### src/dwo_pkg.sv
// ----------------------------------------------------------------------------
// dwo_pkg
// Shared types, constants and tables of the wheel odometry block.
// ----------------------------------------------------------------------------
`default_nettype none
package dwo_pkg;

    localparam int CordicStepsDefault = 24;
    localparam int CordicStepsMax     = 32;
    localparam logic [31:0] UnitsPerRad = 32'd683565276;
    localparam logic signed [33:0] CordicGain = 34'sd652032874;

    localparam logic [1:0] CFG_WHEEL_DIAMETER = 2'd0;
    localparam logic [1:0] CFG_TRACK_WIDTH    = 2'd1;
    localparam logic [1:0] CFG_TICK_PERIOD    = 2'd2;

    localparam logic ACT_INTEGRATE = 1'b0;
    localparam logic ACT_ZERO      = 1'b1;

    typedef struct packed {
        logic               action;
        logic signed [15:0] left_wheel_rate;
        logic signed [15:0] right_wheel_rate;
    } dwo_in_t;

    typedef struct packed {
        logic signed [31:0] x_position;
        logic signed [31:0] y_position;
        logic        [31:0] heading;
        logic signed [31:0] speed;
        logic signed [31:0] turn_rate;
    } dwo_out_t;

    typedef struct packed {
        logic [1:0]  index;
        logic [31:0] data;
    } dwo_cfg_t;

    function automatic logic [31:0] atan_entry(input logic [4:0] i);
        logic [31:0] r;
        unique case (i)
            5'd0:  r = 32'd536870912;
            5'd1:  r = 32'd316933406;
            5'd2:  r = 32'd167458907;
            5'd3:  r = 32'd85004756;
            5'd4:  r = 32'd42667331;
            5'd5:  r = 32'd21354465;
            5'd6:  r = 32'd10680862;
            5'd7:  r = 32'd5340245;
            5'd8:  r = 32'd2670163;
            5'd9:  r = 32'd1335087;
            5'd10: r = 32'd667544;
            5'd11: r = 32'd333772;
            5'd12: r = 32'd166886;
            5'd13: r = 32'd83443;
            5'd14: r = 32'd41722;
            5'd15: r = 32'd20861;
            5'd16: r = 32'd10430;
            5'd17: r = 32'd5215;
            5'd18: r = 32'd2608;
            5'd19: r = 32'd1304;
            5'd20: r = 32'd652;
            5'd21: r = 32'd326;
            5'd22: r = 32'd163;
            5'd23: r = 32'd81;
            5'd24: r = 32'd41;
            5'd25: r = 32'd20;
            5'd26: r = 32'd10;
            5'd27: r = 32'd5;
            5'd28: r = 32'd3;
            5'd29: r = 32'd1;
            5'd30: r = 32'd1;
            default: r = 32'd0;
        endcase
        return r;
    endfunction

endpackage
`default_nettype wire

### src/dwo_divider.sv
// ----------------------------------------------------------------------------
// dwo_divider
// Restoring unsigned divider, one quotient bit per cycle.
// ----------------------------------------------------------------------------
`default_nettype none
module dwo_divider import dwo_pkg::*; (
    input  wire logic        aclk,
    input  wire logic        aresetn,
    input  wire logic        start,
    input  wire logic [47:0] dividend,
    input  wire logic [16:0] divisor,
    output logic             done,
    output logic [47:0]      quotient
);
    logic [47:0] quo_reg;
    logic [16:0] rem_reg;
    logic [5:0]  cnt_reg;
    logic        busy_reg;
    logic [17:0] trial;

    assign trial    = {rem_reg, quo_reg[47]};
    assign quotient = quo_reg;

    always_ff @(posedge aclk) begin
        if (!aresetn) begin
            busy_reg <= 1'b0;
            done     <= 1'b0;
            cnt_reg  <= '0;
        end else begin
            done <= 1'b0;
            if (start) begin
                busy_reg <= 1'b1;
                quo_reg  <= dividend;
                rem_reg  <= '0;
                cnt_reg  <= 6'd47;
            end else if (busy_reg) begin
                if (trial >= {1'b0, divisor}) begin
                    rem_reg <= 17'(trial - {1'b0, divisor});
                    quo_reg <= {quo_reg[46:0], 1'b1};
                end else begin
                    rem_reg <= trial[16:0];
                    quo_reg <= {quo_reg[46:0], 1'b0};
                end
                if (cnt_reg == '0) begin
                    busy_reg <= 1'b0;
                    done     <= 1'b1;
                end else begin
                    cnt_reg <= cnt_reg - 6'd1;
                end
            end
        end
    end
endmodule
`default_nettype wire

### config.mk
export PLATFORM = sky130hd
export DESIGN_NAME = dwo_divider
export DESIGN_NICKNAME = d
export VERILOG_FILES = /design/src/dwo_pkg.sv /design/src/dwo_divider.sv
export SDC_FILE = /design/constraint.sdc
export NUM_CORES = 1
export LEC_CHECK = 0
export ABC_AREA = 0
export ABC_CLOCK_PERIOD_IN_PS = 4000
export BUFFER_PORTS_ARGS = -buffer_cell sky130_fd_sc_hd__buf_2
export CAP_MARGIN = 25
export CORE_MARGIN = 2
export CORE_UTILIZATION = 53
export CTS_BUF_LIST = sky130_fd_sc_hd__clkbuf_16
export DETAILED_ROUTE_END_ITERATION = 16
export HOLD_SLACK_MARGIN = 0.15
export PLACE_DENSITY = 0.84
export SLEW_MARGIN = 20
export SYNTH_ARGS = -nofsm -noshare
export SYNTH_HDL_FRONTEND = slang
export SYNTH_SLANG_ARGS = --single-unit
### constraint.sdc
create_clock -name aclk -period 4 [get_ports aclk]
set_clock_uncertainty 0.15 [all_clocks]
set_input_delay 0.2 -clock aclk [delete_from_list [all_inputs] [get_ports aclk]]
set_output_delay 0.2 -clock aclk [all_outputs]
set_load 0.05 [all_outputs]
==> results.json <==
{
  "hold_violations": 0,
  "grt_antenna_before_repair": 0,
  "antenna_left": 0,
  "firstDrtPassIters": 4,
  "synth_ff_type": "edfxtp_1",
  "cp-end-kind": "flop",
  "syn_area_mm2": 0.004105,
  "ys_ff_latch": 73,
  "drc": 0,
  "grt_use_total_pct": 24.01,
  "period_needed_ns": 3.131,
  "fin_tns_setup_ns": 0,
  "seq_area_frac_synth_pct": 51.45,
  "p_leak_nw": 2.366,
  "dp_slack_ns": 0.6516,
  "clock_path_buffers": 2,
  "grt_max_degree": 75,
  "yosysWarnings": 0,
  "cts_buffers": 9,
  "fin_nets": 593,
  "power_switching_share_pct": 28.78,
  "seqPwrFrac_pct": 39.8,
  "crit_path_max_fanout": 12,
  "slew_viol_final": 0,
  "synth_area_leaders": "edfxtp_1 (48%), mux2_2 (13%), ha_1 (5.8%)",
  "ios": 117,
  "cts-root-buf": "clkbuf_16",
  "cts_max_level": 3,
  "synthArstFlopShare_pct": 0,
  "worstPathArrival_ns": 3.02,
  "dp_hpwl_um": 6415,
  "io_buffers": 116,
  "via_count": 3316,
  "cts.clk_slew.worst_paths_ns": 0.06,
  "clk_latency_ns": 0.32,
  "worst_ir_drop_vdd_uv": 307.1,
  "syn_inst": 338,
  "initial_core_util_pct": 53.96,
  "post_cts_buffers": 0,
  "crit_type": "reg -> reg",
  "maxCapViolations": 0,
  "dieArea_mm2": 0.008466,
  "internal_power_mw": 1.694,
  "dieHeight_um": 92.01,
  "grt_overflow": 0,
  "hold_path_class": "in -> reg",
  "routed_wirelength_um": 10250,
  "post_drt_wl_per_cell_um": 16.74,
  "cts_tree": "built",
  "layout-drive-gt1-share_pct": 36.94,
  "place_inst": 546,
  "drt_iter0_drc": 149,
  "rsz0062_at_grt": "no",
  "synth_top_area_cell": "edfxtp_1",
  "gp_congestion": 0.8957,
  "largest_reg_flops": 48,
  "fin_ws_ns": 0.8689,
  "final_cells": 612,
  "area_growth_pct": 36.00,
  "syn-num-nets": 426,
  "worstMarginPinSlew_ns": 0.8505,
  "synth_cell_type_count": 49,
  "core_mm2": 0.007607,
  "die_w_um": 92.01,
  "synth_edf_count": 65,
  "outcome": "finished clean",
  "critPathRequiredTime_ns": 3.89,
  "setup_violations": 0,
  "grt_pass1_wl_um": 15820,
  "via_per_inst": 5.418,
  "fmax_mhz": 319.4,
  "power.density_mw_per_mm2": 426.0,
  "critPathLaunchType": "flop",
  "synth.top_cell.area_share_pct": 47.55,
  "period_share_pct": 78.28,
  "row_count": 32,
  "max-slew-margin-rel_pct": 43.30,
  "grt_pass1_vias": 3281,
  "p_sw_mw": 0.6846,
  "combinationalPowerShare_pct": 25.2,
  "avgSynthCellArea_um2": 12.15,
  "cts.sinks": 73,
  "power_frac_clock_pct": 35.0
}
through the flow:
step | area, um2 | hold WS, ns | power [mW] | utilization [%]
after floorplan | 4105 | 0.2711 | 1.378 | -
after global placement | 4766 | 0.3405 | 1.486 | 62.65
after detailed placement | 4766 | 0.3518 | 1.504 | 62.65
after CTS | 5565 | 0.1828 | 2.373 | 73.16
after global routing | 5580 | 0.1984 | 2.467 | 73.36
final | 5583 | 0.1877 | 2.378 | 73.39
cell usage after synthesis, drive strengths merged, types with 6 or more instances:
library cell  number
mux2i              8
nand3              6
dfxtp              8
a21oi             22
edfxtp            65
ha                19
clkbuf            10
o21a              13
nor2              22
inv               26
nand2             10
xnor2              9
o21ai             10
mux2              49
worst max-delay path, cell delays in order (launching register included):
cell and delay (ns):
edfxtp_1 0.39, inv_1 0.07, ha_1 0.15, inv_1 0.06, fa_1 0.41, a21o_1 0.23
a221o_1 0.40, a21oi_4 0.26, o211ai_2 0.23, buf_8 0.24, mux2i_1 0.19, nor2_1 0.05
logic make-up (layout without fill, tap and decap cells):
logic type | count (synthesis) | count (layout) | share of synthesized area, %
fa+ha+maj | 20 | 20 | 6.279
mux | 57 | 57 | 15.39
simple gates | 62 | 62 | 7.529
flops | 73 | 73 | 51.45
buf+inv | 38 | 209 | 3.932
compound gates | 77 | 77 | 13.08
xor+xnor | 11 | 11 | 2.347
other cells | 0 | 1 | 0
power groups by stage:
stage	registers [mW]	logic, mW	clock network, mW
after floorplan	1.06	0.314	0
after global placement	0.955	0.530	0
after detailed placement	0.958	0.546	0
after CTS	0.943	0.587	0.843
after global routing	0.952	0.645	0.871
final	0.946	0.600	0.832
per-layer routing:
metal / up-vias / part of all wire, % / GRT usage, %
li1: 1602 / - / -
met1: 1582 / 40 / 27.31
met2: 109 / 53 / 43.20
met3: 23 / 4.8 / 5.012
met4: 0 / 2.6 / 10.95
met5: - / 0 / 0
timing repair:
action                    4_1_cts  5_1_grt
hold endpoints to repair       55        0
hold buffers                   49        0
resized for setup               0        0
layout make-up:
class                   count  area (um2)
clock inverters             6       83.83
flip-flops and latches     73        2112
fillers                   548        2024
clock buffers               9       225.2
repair buffers            168        1101
diodes                      1       2.502
multi-input cells         227        1833
inverters                  26       97.59
well taps                 102       127.6
placed cells by master (no fill, tap or decap), drive strengths merged, types with 3 or more instances in the layout:
cell type    netlist  routed
a21o               4       4
o2111ai            3       3
mux2i              8       8
a21oi             22      22
inv               26      26
and3               5       5
a211oi             3       3
xnor2              9       9
dfxtp              8       8
nand2             10      10
o211ai             4       4
buf                2     119
dlygate4sd3        0      49
edfxtp            65      65
nand3              6       6
mux2              49      49
a31oi              4       4
nand2b             5       5
nor2              22      22
ha                19      19
clkbuf            10       9
o21ai             10      10
o21a              13      13
path summary, 6_finish.rpt:
path | from | endpoint | slack, ns | depth (start not counted)
max | quotient[47]$_DFFE_PP_ | rem_reg[8]$_SDFFCE_PP0P_ | 0.87 | 11
min | divisor[0] | rem_reg[0]$_SDFFCE_PP0P_ | 0.19 | 3
max reg2reg | quotient[47]$_DFFE_PP_ | rem_reg[8]$_SDFFCE_PP0P_ | 0.87 | 11
min reg2reg | busy_reg$_SDFF_PN0_ | done$_SDFF_PP0_ | 0.35 | 2
No activity file was read; power rests on OpenSTA's default activity.
